--- config.mk ---
export PLATFORM = sky130hd
export DESIGN_NAME = n_queens_first_solution_search
export DESIGN_NICKNAME = d
export VERILOG_FILES = /design/src/design/nqfs_pkg.sv /design/src/design/nqfs_ram.sv /design/src/design/nqfs_ctrl.sv /design/src/design/nqfs_dp.sv /design/src/design/n_queens_first_solution_search.sv
export SDC_FILE = /design/constraint.sdc
export NUM_CORES = 1
export LEC_CHECK = 0
export BUFFER_PORTS_ARGS = -buffer_cell sky130_fd_sc_hd__clkbuf_2
export CAP_MARGIN = 40
export CELL_PAD_IN_SITES_DETAIL_PLACEMENT = 1
export CELL_PAD_IN_SITES_GLOBAL_PLACEMENT = 1
export CORE_MARGIN = 3
export CORE_UTILIZATION = 41
export CTS_CLUSTER_SIZE = 12
export DETAILED_ROUTE_END_ITERATION = 16
export PLACE_DENSITY = 0.74
export SLEW_MARGIN = 10
export SYNTH_ARGS = -nofsm -noshare
export SYNTH_HDL_FRONTEND = slang
export SYNTH_SLANG_ARGS = --single-unit
--- constraint.sdc ---
create_clock -name i_clk -period 13.2 [get_ports i_clk]
set_input_delay 1.32 -clock i_clk [delete_from_list [all_inputs] [get_ports i_clk]]
set_output_delay 1.32 -clock i_clk [all_outputs]
set_load 0.005 [all_outputs]
--- src/design/nqfs_pkg.sv ---
// Shared constants and controller/datapath interface types for the
// n-queens first-solution search. No dependencies.
`default_nettype none

package nqfs_pkg;

    localparam int SIZE_W       = 5;   // board size field width
    localparam int OUT_W        = 4;   // row / column result field width
    localparam int MAX_SIZE_DEF = 16;  // default storage bound
    localparam int RESULT_LIMIT = 16;  // most result items one search may give

    // Commands from controller to datapath; at most one is active per cycle.
    typedef struct packed {
        logic start;       // latch size, clear masks and row
        logic place;       // keep the chosen column, advance a row
        logic back_rd;     // step back a row, fetch its column
        logic back_apply;  // lift that queen, resume one column to the right
        logic emit_rd;     // fetch the column for the next result item
        logic emit_ld;     // load a solved result item
        logic load_fail;   // load the single no-solution result item
    } t_dp_cmd;

    // Status from datapath to controller.
    typedef struct packed {
        logic bad_size;    // incoming size is zero or beyond the limit
        logic row_full;    // every row holds a queen
        logic row_zero;    // search is at the top row
        logic found;       // a free column exists in the current row
        logic emit_last;   // result item being loaded is the final row
        logic out_free;    // output register can take an item this cycle
    } t_dp_stat;

endpackage

`default_nettype wire

--- src/design/nqfs_ram.sv ---
// Generic single-write, single-read RAM with registered read data.
// No dependencies.
`default_nettype none

module nqfs_ram #(
    parameter int WIDTH = 4,
    parameter int DEPTH = 16
) (
    input  wire logic                     i_clk,
    input  wire logic                     i_we,
    input  wire logic [$clog2(DEPTH)-1:0] i_waddr,
    input  wire logic [WIDTH-1:0]         i_wdata,
    input  wire logic [$clog2(DEPTH)-1:0] i_raddr,
    output logic      [WIDTH-1:0]         o_rdata
);

    logic [WIDTH-1:0] r_mem [DEPTH];

    always_ff @(posedge i_clk) begin
        if (i_we) begin
            r_mem[i_waddr] <= i_wdata;
        end
        o_rdata <= r_mem[i_raddr];
    end

endmodule

`default_nettype wire

--- src/design/nqfs_ctrl.sv ---
// Search controller: sequences placement, backtracking and readout.
// Uses nqfs_pkg command/status types.
`default_nettype none

module nqfs_ctrl
    import nqfs_pkg::*;
(
    input  wire logic     i_clk,
    input  wire logic     i_rst_n,
    input  wire logic     i_valid,
    input  wire t_dp_stat i_stat,
    output t_dp_cmd       o_cmd,
    output logic          o_busy
);

    localparam logic [2:0] S_IDLE    = 3'd0;
    localparam logic [2:0] S_SCAN    = 3'd1;
    localparam logic [2:0] S_BACK_RD = 3'd2;
    localparam logic [2:0] S_BACK    = 3'd3;
    localparam logic [2:0] S_FAIL    = 3'd4;
    localparam logic [2:0] S_EMIT_RD = 3'd5;
    localparam logic [2:0] S_EMIT    = 3'd6;

    logic [2:0] r_state;
    logic [2:0] n_state;

    always_comb begin
        n_state = r_state;
        o_cmd   = '0;
        case (r_state)
            S_IDLE: begin
                if (i_valid) begin
                    o_cmd.start = 1'b1;
                    n_state     = i_stat.bad_size ? S_FAIL : S_SCAN;
                end
            end
            S_SCAN: begin
                if (i_stat.row_full) begin
                    n_state = S_EMIT_RD;
                end else if (i_stat.found) begin
                    o_cmd.place = 1'b1;
                end else if (i_stat.row_zero) begin
                    n_state = S_FAIL;
                end else begin
                    o_cmd.back_rd = 1'b1;
                    n_state       = S_BACK_RD;
                end
            end
            // row stepped back last cycle; its column is read here, valid in S_BACK
            S_BACK_RD: begin
                n_state = S_BACK;
            end
            S_BACK: begin
                o_cmd.back_apply = 1'b1;
                n_state          = S_SCAN;
            end
            S_FAIL: begin
                if (i_stat.out_free) begin
                    o_cmd.load_fail = 1'b1;
                    n_state         = S_IDLE;
                end
            end
            S_EMIT_RD: begin
                if (i_stat.out_free) begin
                    o_cmd.emit_rd = 1'b1;
                    n_state       = S_EMIT;
                end
            end
            S_EMIT: begin
                o_cmd.emit_ld = 1'b1;
                n_state       = i_stat.emit_last ? S_IDLE : S_EMIT_RD;
            end
            default: begin
                n_state = S_IDLE;
            end
        endcase
    end

    always_ff @(posedge i_clk) begin
        if (!i_rst_n) begin
            r_state <= S_IDLE;
        end else begin
            r_state <= n_state;
        end
    end

    assign o_busy = (r_state != S_IDLE);

endmodule

`default_nettype wire

--- src/design/nqfs_dp.sv ---
// Search datapath: occupancy masks, row/start registers, column store
// and output register. Uses nqfs_pkg and nqfs_ram.
`default_nettype none

module nqfs_dp
    import nqfs_pkg::*;
#(
    parameter int MAX_SIZE = MAX_SIZE_DEF
) (
    input  wire logic              i_clk,
    input  wire logic              i_rst_n,
    input  wire t_dp_cmd           i_cmd,
    output t_dp_stat               o_stat,
    input  wire logic [SIZE_W-1:0] i_board_size,
    input  wire logic              i_stall,
    output logic                   o_valid,
    output logic      [OUT_W-1:0]  o_row_index,
    output logic      [OUT_W-1:0]  o_queen_col,
    output logic                   o_solved,
    output logic                   o_last
);

    localparam int SIZE_LIMIT = (MAX_SIZE < RESULT_LIMIT) ? MAX_SIZE : RESULT_LIMIT;
    localparam int RW  = $clog2(MAX_SIZE + 1);
    localparam int CW  = $clog2(MAX_SIZE);
    localparam int DW  = 2 * MAX_SIZE - 1;
    localparam int DIW = $clog2(DW);

    logic [RW-1:0]       r_n;
    logic [RW-1:0]       r_row;
    logic [RW-1:0]       r_start;
    logic [CW-1:0]       r_k;
    logic [MAX_SIZE-1:0] r_col_taken;
    logic [DW-1:0]       r_down_taken;
    logic [DW-1:0]       r_up_taken;

    logic [MAX_SIZE-1:0] free_cols;
    logic [MAX_SIZE-1:0] lowest;
    logic [CW-1:0]       sel_col;
    logic [CW-1:0]       tgl_col;
    logic [DIW-1:0]      tgl_down;
    logic [DIW-1:0]      tgl_up;
    logic                toggle;
    logic [CW-1:0]       ram_raddr;
    logic [CW-1:0]       ram_rdata;

    // columns of the current row that are free and not yet tried
    always_comb begin
        logic [DIW-1:0] di;
        logic [DIW-1:0] ui;
        free_cols = '0;
        di        = '0;
        ui        = '0;
        if (r_row < r_n) begin
            for (int c = 0; c < MAX_SIZE; c++) begin
                if ((RW'(c) < r_n) && (RW'(c) >= r_start)) begin
                    di = DIW'(r_row) + DIW'(r_n) - DIW'(1) - DIW'(c);
                    ui = DIW'(r_row) + DIW'(c);
                    free_cols[c] = !r_col_taken[c] && !r_down_taken[di] && !r_up_taken[ui];
                end
            end
        end
    end

    assign lowest = free_cols & (~free_cols + MAX_SIZE'(1));

    always_comb begin
        sel_col = '0;
        for (int c = 0; c < MAX_SIZE; c++) begin
            if (lowest[c]) begin
                sel_col = sel_col | CW'(c);
            end
        end
    end

    // placing sets and lifting clears the same three bits: a toggle covers both
    assign toggle   = i_cmd.place || i_cmd.back_apply;
    assign tgl_col  = i_cmd.place ? sel_col : ram_rdata;
    assign tgl_down = DIW'(r_row) + DIW'(r_n) - DIW'(1) - DIW'(tgl_col);
    assign tgl_up   = DIW'(r_row) + DIW'(tgl_col);

    // after a step back r_row already names the row whose column is needed
    assign ram_raddr = i_cmd.emit_rd ? r_k : CW'(r_row);

    nqfs_ram #(
        .WIDTH (CW),
        .DEPTH (MAX_SIZE)
    ) u_col_store (
        .i_clk   (i_clk),
        .i_we    (i_cmd.place),
        .i_waddr (CW'(r_row)),
        .i_wdata (sel_col),
        .i_raddr (ram_raddr),
        .o_rdata (ram_rdata)
    );

    always_ff @(posedge i_clk) begin
        if (!i_rst_n) begin
            r_n          <= '0;
            r_row        <= '0;
            r_start      <= '0;
            r_k          <= '0;
            r_col_taken  <= '0;
            r_down_taken <= '0;
            r_up_taken   <= '0;
            o_valid      <= 1'b0;
        end else begin
            if (i_cmd.start) begin
                r_n          <= RW'(i_board_size);
                r_row        <= '0;
                r_start      <= '0;
                r_k          <= '0;
                r_col_taken  <= '0;
                r_down_taken <= '0;
                r_up_taken   <= '0;
            end
            if (toggle) begin
                r_col_taken  <= r_col_taken ^ (MAX_SIZE'(1) << tgl_col);
                r_down_taken <= r_down_taken ^ (DW'(1) << tgl_down);
                r_up_taken   <= r_up_taken ^ (DW'(1) << tgl_up);
            end
            if (i_cmd.place) begin
                r_row   <= r_row + RW'(1);
                r_start <= '0;
            end
            if (i_cmd.back_rd) begin
                r_row <= r_row - RW'(1);
            end
            if (i_cmd.back_apply) begin
                r_start <= RW'(ram_rdata) + RW'(1);
            end
            if (i_cmd.emit_ld) begin
                r_k <= r_k + CW'(1);
            end
            if (i_cmd.emit_ld || i_cmd.load_fail) begin
                o_valid <= 1'b1;
            end else if (!i_stall) begin
                o_valid <= 1'b0;
            end
        end
    end

    always_ff @(posedge i_clk) begin
        if (i_cmd.load_fail) begin
            o_row_index <= '0;
            o_queen_col <= '0;
            o_solved    <= 1'b0;
            o_last      <= 1'b1;
        end else if (i_cmd.emit_ld) begin
            o_row_index <= OUT_W'(r_k);
            o_queen_col <= OUT_W'(ram_rdata);
            o_solved    <= 1'b1;
            o_last      <= o_stat.emit_last;
        end
    end

    assign o_stat.bad_size  = (i_board_size == '0) ||
                              (i_board_size > SIZE_W'(SIZE_LIMIT));
    assign o_stat.row_full  = (r_row == r_n);
    assign o_stat.row_zero  = (r_row == '0);
    assign o_stat.found     = |free_cols;
    assign o_stat.emit_last = ((RW'(r_k) + RW'(1)) == r_n);
    assign o_stat.out_free  = !o_valid || !i_stall;

endmodule

`default_nettype wire

--- src/design/n_queens_first_solution_search.sv ---
// N-queens first-solution search: top level joining controller and datapath.
// Depends on nqfs_pkg, nqfs_ctrl, nqfs_dp (and nqfs_ram below it).
//
// Usage:
//   Input channel (i_valid / o_stall / i_board_size): one item is a board
//   size. o_stall is high from acceptance until the last result item of the
//   search has been loaded into the output register.
//   Output channel (o_valid / i_stall / o_row_index, o_queen_col, o_solved,
//   o_last): a solved size n gives n items, row 0 first, o_last on row n-1.
//   Size 0, sizes above the limit, and sizes with no placement give one
//   item with o_solved low and o_last high.
//   In the search loop each tried placement is one scan step, and a
//   backtrack step passes through S_SCAN, S_BACK_RD and S_BACK (column
//   store read is registered); each result item passes through S_EMIT_RD
//   and S_EMIT. Out-of-range sizes go straight to the no-solution item.
//   A stalled output holds its item and the readout waits on it; the next
//   board size can be taken as soon as the last item sits in the output
//   register. Reset (synchronous, active low) returns to idle, clears the
//   masks and empties the output register.
`default_nettype none

module n_queens_first_solution_search
    import nqfs_pkg::*;
#(
    parameter int MAX_SIZE = MAX_SIZE_DEF
) (
    input  wire logic              i_clk,
    input  wire logic              i_rst_n,
    input  wire logic              i_valid,
    output logic                   o_stall,
    input  wire logic [SIZE_W-1:0] i_board_size,
    output logic                   o_valid,
    input  wire logic              i_stall,
    output logic      [OUT_W-1:0]  o_row_index,
    output logic      [OUT_W-1:0]  o_queen_col,
    output logic                   o_solved,
    output logic                   o_last
);

    t_dp_cmd  dp_cmd;
    t_dp_stat dp_stat;
    logic     busy;

    nqfs_ctrl u_ctrl (
        .i_clk   (i_clk),
        .i_rst_n (i_rst_n),
        .i_valid (i_valid),
        .i_stat  (dp_stat),
        .o_cmd   (dp_cmd),
        .o_busy  (busy)
    );

    nqfs_dp #(
        .MAX_SIZE (MAX_SIZE)
    ) u_dp (
        .i_clk        (i_clk),
        .i_rst_n      (i_rst_n),
        .i_cmd        (dp_cmd),
        .o_stat       (dp_stat),
        .i_board_size (i_board_size),
        .i_stall      (i_stall),
        .o_valid      (o_valid),
        .o_row_index  (o_row_index),
        .o_queen_col  (o_queen_col),
        .o_solved     (o_solved),
        .o_last       (o_last)
    );

    assign o_stall = busy;

`ifndef SYNTHESIS
    // a result item is never loaded over one still waiting downstream
    a_no_overwrite: assert property (@(posedge i_clk) disable iff (!i_rst_n)
        (dp_cmd.emit_ld || dp_cmd.load_fail) |-> !(o_valid && i_stall))
        else $error("output register overwritten while stalled");

    // accepting a new size never coincides with loading a result item
    a_accept_quiet: assert property (@(posedge i_clk) disable iff (!i_rst_n)
        (i_valid && !o_stall) |-> !(dp_cmd.emit_ld || dp_cmd.load_fail))
        else $error("result load while taking a new item");

    // controller issues at most one datapath command per cycle
    a_one_cmd: assert property (@(posedge i_clk) disable iff (!i_rst_n)
        $onehot0(dp_cmd))
        else $error("conflicting datapath commands");

    // a final result item returns the block to idle
    a_last_idle: assert property (@(posedge i_clk) disable iff (!i_rst_n)
        (dp_cmd.load_fail || (dp_cmd.emit_ld && dp_stat.emit_last)) |=> !o_stall)
        else $error("block still busy after final result item");
`endif

endmodule

`default_nettype wire

==> out/metrics.yaml, run 1 <==
worst_setup_path:
  end_kind: "flop"
  path_max_fanout: 51
  critPathMaxStageDelay_ps: 950
  worstPathCellList: "inv_1 -> ha_2 -> buf_4 -> inv_1 -> ha_1 -> mux2i_1 -> mux2i_1 -> a221oi_1 -> inv_1 -> mux4_2 -> o21ai_2 -> nor4_4 -> nor2b_1 -> or2_2 -> mux2_2 -> ha_1 -> fa_1 -> inv_1 -> a21o_1 -> a21oi_1 -> xnor2_1 -> nand2_1 -> o311ai_0 -> o41ai_1"
  cp_data_arrival_time_ps: 9130
  startpoint_type: "flop"
  slowest_stage: "ha_1"
  cp_common_cell: "inv_1"
  timing.rr.start: "u_dp.r_n[0]$_SDFFE_PN0P_"
  worstSetupPathType: "flop to flop"
  critPathRequiredTime_ps: 13510
  r2r-end: "u_dp.r_down_taken[1]$_SDFFE_PN0P_"
  rrSetupSlack_ps: 4380
  reg2regPathDepth: 24
min_path:
  min_to: "u_dp.o_row_index[3]$_SDFFE_PP0P_"
  whs_path_depth: 2
  holdCritStartpoint: "u_dp.o_row_index[3]$_SDFFE_PP0P_"
  worstHoldPathType: "flop to flop"
timing:
  finClkSkew_ps: 15.8
  tightest_slew_ps: 953
  tns_ps: 0
  fmax_mhz: 113
  final.min_clock_period_ps: 8820
  drv_slew: 0
  period_share_pct: 66.8
  max-slew-margin-rel_pct: 35.8
  rsz0062_at_grt: "false"
  hold_violations: 0
  setup_violations: 0
power:
  leakage_nw: 5.22
  ir_drop_mv: 0.0988
  p_per_area_nw_per_um2: 125
routing:
  drtIter0Drc: 1074
  wl_per_cell_um: 25.0
  wl_mm: 46.1
  first_pass_iters: 5
  drc: 0
  vias_per_cell: 6.52
  postRouteAntennaNets: 0
  vias: 12023
clock_tree:
  cts-root-buf: "clkbuf_16"
  clkTransAtPathRegs_ps: 80
  cts_resized: 0
  clk-insertion-delay-late_ps: 470
  cts_hold_buf: 0
  postCtsSetupBuffers: 0
  clkSinkCount: 179
  cts_tree: "yes"
  htree_num_levels: 4
  cts_buffers: 17
  cts.path.max_buffers: 2
floorplanning:
  die_w_um: 192
  row_count: 67
  core_area_um2: 33800
  dieHeight_um: 192
  ios: 21
  die-area_um2: 36800
  initial_core_util_pct: 42.0
global_routing:
  overflow: 0
  grt_max_degree: 61
  grt_pass1_vias: 12153
  antenna_found_initial: 0
  grt.total_usage_pct: 25.3
  grt_pass1_wl_mm: 72.1
  busiest_layer: "met2"
  grt.met2_usage_pct: 42.7
  use_met1_pct: 32.8
  globalRouteMet3Util_pct: 3.27
cells_and_area:
  final_common_cell: "mux2i_1"
  nets: 1435
  final_area_um2: 15200
  post-route-util_pct: 44.9
  drive_gt1_share_pct: 15.3
  mostFrequentLayoutCells: "138 x mux2i_1, 113 x dfxtp_1, 96 x nand2_1"
  antenna_cells: 0
  area_delta_synth_final_pct: 7.11
synthesis:
  seq_area_frac_synth_pct: 29.8
  synth-seq-cells: 179
  yosysTopAreaCellShare_pct: 16.2
  syn_nets: 1474
  yosys.area.top_type: "dfxtp_1"
  synth_edf_count: 64
  synth_area_um2: 14200
  avgSynthCellArea_um2: 9.96
  synth_warnings: 0
  synthArstFlopShare_pct: 0
  syn_inst: 1423
  yosys.cell_types.count: 94
  synth_area_leaders: "dfxtp_1 16%, edfxtp_1 14%, mux4_2 13%"
  synthFlopType: "dfxtp_1"
placement:
  portBuffers: 20
  globalplace.congestion: 0.896
  dpl_cell_area_um2: 14600
  place.detailed.hpwl_mm: 34.0
flow_run:
  cap_violations: 0
outcome:
  status: "complete, no violations"
==> worst max-delay path by stage <==
stage | startpoint | to | depth (start not counted)
5_1_grt | u_dp.r_n[0]$_SDFFE_PN0P_ | u_dp.r_down_taken[2]$_SDFFE_PN0P_ | 25
2_1_floorplan | u_dp.r_row[1]$_SDFFE_PN0P_ | u_dp.r_down_taken[6]$_SDFFE_PN0P_ | 29
6_report | u_dp.r_n[0]$_SDFFE_PN0P_ | u_dp.r_down_taken[1]$_SDFFE_PN0P_ | 24
3_3_place_gp | u_dp.r_n[0]$_SDFFE_PN0P_ | u_dp.r_up_taken[15]$_SDFFE_PN0P_ | 24
3_5_place_dp | u_dp.r_n[0]$_SDFFE_PN0P_ | u_dp.r_up_taken[15]$_SDFFE_PN0P_ | 24
4_1_cts | u_dp.r_n[0]$_SDFFE_PN0P_ | u_dp.r_down_taken[1]$_SDFFE_PN0P_ | 26
==> flip-flops by register name (all words and copies together), names as in the netlist <==
register                  cells
u_dp.r_n                      5
u_dp.o_row_index              4
u_dp.r_start                  5
u_dp.r_down_taken            31
u_dp.o_queen_col              4
u_dp.o_last                   1
u_dp.u_col_store.r_mem       64
u_dp.u_col_store.o_rdata      4
u_dp.o_solved                 1
u_dp.r_col_taken             16
u_ctrl.r_state                3
u_dp.r_row                    5
u_dp.r_up_taken              31
u_dp.r_k                      4
u_dp.o_valid                  1
==> area by class of cell <==
type,count,area (µm²)
fillers,3748,18600
flip-flops and latches,179,4230
multi-input cells,1099,9320
inverters,39,146
clock buffers,17,425
clock inverters,15,183
repair buffers,48,315
well taps,448,561
==> per-stage QoR <==
step                      setup WS, ps  hold WS [ps]  instances  power [mW]
after CTS                         4490           467       1843        1.89
final                             4380           463       1845        1.89
after floorplan                   5440           437       1423        1.19
after detailed placement          4580           451       1811        1.36
after global placement            4840           441       1806        1.34
after global routing              3720           491       1845        1.98
==> critical path: cells and delay by family, from the launching register on <==
family | cells | cell delay, ps
compound gates | 6 | 1710
xor+xnor | 1 | 650
fa+ha+maj | 4 | 1930
buf+inv | 5 | 1280
flops | 1 | 550
mux | 4 | 1270
simple gates | 4 | 1220
==> synthesized netlist by cell type (6+ instances only) <==
cell	count
mux2i_1	141
dfxtp_1	115
nand2_1	96
mux4_2	82
edfxtp_1	64
clkbuf_1	62
nand3_1	57
nor2_1	57
o211ai_1	53
a21oi_1	52
o31ai_1	41
ha_1	40
xnor2_1	38
a211oi_1	34
inv_1	33
o21ai_0	33
nor2b_1	30
nand2b_1	29
nor3_1	29
and3_1	24
o41ai_1	21
o311ai_0	19
buf_2	18
mux2_2	17
xor2_1	17
o22ai_1	14
and2_1	13
buf_4	13
a21boi_0	12
a31oi_1	12
or3_1	11
a221oi_1	7
buf_1	7
nand4_1	7
nor4_1	7
buf_6	6
or2_2	6
==> per-layer routing <==
| metal | up-vias | part of all wire (%) |
|---|---|---|
| li1 | 5482 | - |
| met1 | 6095 | 43 |
| met2 | 361 | 49 |
| met3 | 85 | 4.3 |
| met4 | 0 | 3.8 |
| met5 | - | 0 |
==> kinds of logic after synthesis <==
family	count (synthesis)	share of synthesized area [%]
flops	179	29.8
buf+inv	145	4.66
xor+xnor	58	3.90
simple gates	401	15.0
fa+ha+maj	42	3.81
mux	241	24.5
compound gates	357	18.2
==> report_power, final <==
group,internal [mW],switching (mW)
clock network,0.257,0.271
registers,0.610,0.0169
logic,0.244,0.493
total,1.11,0.781
Power figures use the tool's default switching activity.
==> run 2, diff against run 1 <==
ABC_AREA = 1   (was not set)
PLACE_DENSITY = 0.84   (was 0.74)
clock period = 8.1 ns   (was 13.2 ns; I/O delays follow)
==> out/metrics.yaml, run 2 <==
outcome:
  status: "complete, no violations"
clock_tree:
  cts_tree: "yes"
  clkSinkCount: 179  # unchanged
  clk-insertion-delay-late_ps: 470  # about the same
  postCtsSetupBuffers: 0  # unchanged
  clkTransAtPathRegs_ps: 80  # about the same
  htree_num_levels: 4  # unchanged
  cts-root-buf: "clkbuf_16"
  cts_resized: 0  # unchanged
  cts_hold_buf: 0  # unchanged
  cts_buffers: 17  # unchanged
  cts.path.max_buffers: 2  # unchanged
timing:
  finClkSkew_ps: 20.8  # +5.00 ps
  tns_ps: 0  # unchanged
  setup_violations: 0  # unchanged
  fmax_mhz: 133  # +17%
  tightest_slew_ps: 922  # -31.1 ps
  rsz0062_at_grt: "false"
  fin_hold_ws_ps: 466  # +3.32 ps
  drv_slew: 0  # unchanged
  final.min_clock_period_ps: 7510  # -1310 ps
  max-slew-margin-rel_pct: 38.5  # +2.7 points
  hold_violations: 0  # unchanged
  period_share_pct: 92.7  # +26 points
synthesis:
  synth_area_um2: 14300  # +1.0%
  synth_xor_area_share_pct: 1.87  # -2.0 points
  synthMostInstantiatedCell: "nand2_1"
  synth_top_family_by_area: "simple AND/OR/NAND/NOR gates"
  synth_area_leaders: "nand2_1 18%, dfxtp_1 16%, nand3_1 16%"
  synth_mux_area_share_pct: 0  # -25 points
  synthFlopType: "dfxtp_1"
  synth-compound-area-share_pct: 11.7  # -6.6 points
  yosys.area.top_type: "nand2_1"
  synth-simple-area-share_pct: 45.3  # +30 points
  synth_edf_count: 64  # unchanged
  synth-seq-cells: 179  # unchanged
  synthArstFlopShare_pct: 0  # unchanged
  syn_inst: 2274  # +60%
  yosys.cell_types.count: 52  # -45%
  synthTopCellsByCount: "686 x nand2_1, 447 x nand3_1, 254 x nor2_1, 158 x inv_1, 115 x dfxtp_1"
  yosysTopAreaCellShare_pct: 18.0  # +1.7 points
  synth_warnings: 0  # unchanged
  seq_area_frac_synth_pct: 29.5  # -0.29 points
  synth_fa_ha_area_share_pct: 3.78  # -0.038 points
  avgSynthCellArea_um2: 6.29  # -37%
  syn_nets: 2325  # +58%
routing:
  postRouteAntennaNets: 0  # unchanged
  drtIter0Drc: 1180  # +9.9%
  drc: 0  # unchanged
  wl_per_cell_um: 20.8  # -17%
  vias_per_cell: 5.93  # -9.0%
  vias: 16042  # +33%
  wl_mm: 56.3  # +22%
  first_pass_iters: 5  # unchanged
worst_setup_path:
  critPathMaxStageDelay_ps: 570  # -380 ps
  critPathRequiredTime_ps: 8460  # -5050 ps
  end_kind: "flop"
  worstSetupPathType: "flop to flop"
  slowest_stage: "inv_1"
  cp_common_cell: "nand2_1"
  cp_data_arrival_time_ps: 7880  # -1250 ps
  startpoint_type: "flop"
  path_max_fanout: 24  # -53%
floorplanning:
  die-area_um2: 37200  # +0.97%
  die_w_um: 193  # +0.48%
  core_area_um2: 34000  # +0.50%
  initial_core_util_pct: 42.2  # +0.21 points
  dieHeight_um: 193  # +0.48%
  ios: 21  # unchanged
  row_count: 67  # unchanged
placement:
  globalplace.congestion: 0.953  # +6.4%
  dpl_cell_area_um2: 14700  # +1.2%
  place.detailed.hpwl_mm: 43.2  # +27%
  portBuffers: 20  # unchanged
  dp_cells: 2674  # +48%
cells_and_area:
  final_common_cell: "nand2_1"
  largest_register_ffs: 64  # unchanged
  antenna_cells: 0  # unchanged
  reg.largest.list: "u_dp.u_col_store.r_mem (64), u_dp.r_down_taken (31), u_dp.r_up_taken (31)"
  area.sequential_um2: 4220  # about the same
  area_delta_synth_final_pct: 7.05  # about the same
  drive_gt1_share_pct: 6.73  # -8.6 points
  final_area_um2: 15300  # +0.95%
  top_register: "u_dp.u_col_store.r_mem"
  nets: 2296  # +60%
  final.fill_count: 4580  # +22%
  mostFrequentLayoutCells: "686 x nand2_1, 447 x nand3_1, 254 x nor2_1"
  layout.cells.non_filler: 2706  # +47%
  multi_input_area_um2: 8970  # -3.8%
global_routing:
  grt_max_degree: 62  # +1.6%
  antenna_found_initial: 0  # unchanged
  grt.total_usage_pct: 30.5  # +5.2 points
  grt_pass1_wl_mm: 88.4  # +23%
  overflow: 0  # unchanged
  grt_pass1_vias: 16116  # +33%
power:
  p_per_area_nw_per_um2: 441  # +250%
  leakage_nw: 6.70  # +28%
  p_total_mw: 6.76  # +260%
  ir_drop_mv: 0.247  # +150%
flow_run:
  cap_violations: 0  # unchanged
min_path:
  worstHoldPathType: "flop to flop"
[run 2: final timing paths]
check / startpoint / endpoint / slack, ps / cells past startpoint
max: u_dp.r_n[1]$_SDFFE_PN0P_ / u_dp.r_down_taken[10]$_SDFFE_PN0P_ / 590 / 38
min: u_dp.r_col_taken[7]$_SDFFE_PN0P_ / u_dp.r_col_taken[7]$_SDFFE_PN0P_ / 470 / 2
max reg2reg: u_dp.r_n[1]$_SDFFE_PN0P_ / u_dp.r_down_taken[10]$_SDFFE_PN0P_ / 590 / 38
min reg2reg: u_dp.r_col_taken[7]$_SDFFE_PN0P_ / u_dp.r_col_taken[7]$_SDFFE_PN0P_ / 470 / 2
[run 2: through the flow]
| step | utilization [%] | setup slack, ps |
|---|---|---|
| 6_report | 45.1 | 589 |
| 5_1_grt | 45.1 | 13.1 |
| 4_1_cts | 45.1 | 755 |
| 3_5_place_dp | 43.4 | 880 |
| 3_3_place_gp | 43.1 | 743 |
| 2_1_floorplan | - | 1900 |
[run 2: worst max-delay path, delay by kind of cell, from the launching register on]
kind	cells	cell delay (ps)
AOI/OAI and AO/OA	3	480
DFF	1	480
buffers and inverters	10	2090
adders and majority gates	5	1490
and+or+nand+nor	20	2840
[run 2: kinds of logic (layout without fill, tap and decap cells)]
| logic type | count (synthesis) | after routing |
|---|---|---|
| AO/OA/AOI/OAI | 264 | 264 |
| XOR/XNOR | 28 | 28 |
| adder cells (fa/ha/maj) | 42 | 42 |
| buffers and inverters | 265 | 249 |
| flip-flops | 179 | 179 |
| AND/OR/NAND/NOR | 1496 | 1496 |
[run 2: metal layers]
metal,track usage [%],part of all wire [%],up-vias
met4,15.6,5.2,0
li1,-,-,7552
met1,37.8,43,7862
met3,4.29,4.8,136
met5,0,0,-
met2,51.6,47,492
[run 2: power by group]
part	switching, mW	internal, mW	total, mW
sequential	0.0545	1.18	1.24
clock	0.427	0.440	0.867
combinational	3.51	1.15	4.66
[run 2: area by class of cell]
type | instances | area share, %
Multi-Input combinational cell | 1830 | 58.6
Sequential cell | 179 | 27.6
Inverter | 176 | 4.31
Tap cell | 448 | 3.66
Clock buffer | 18 | 2.80
Timing Repair Buffer | 41 | 2.01
Clock inverter | 14 | 1.10
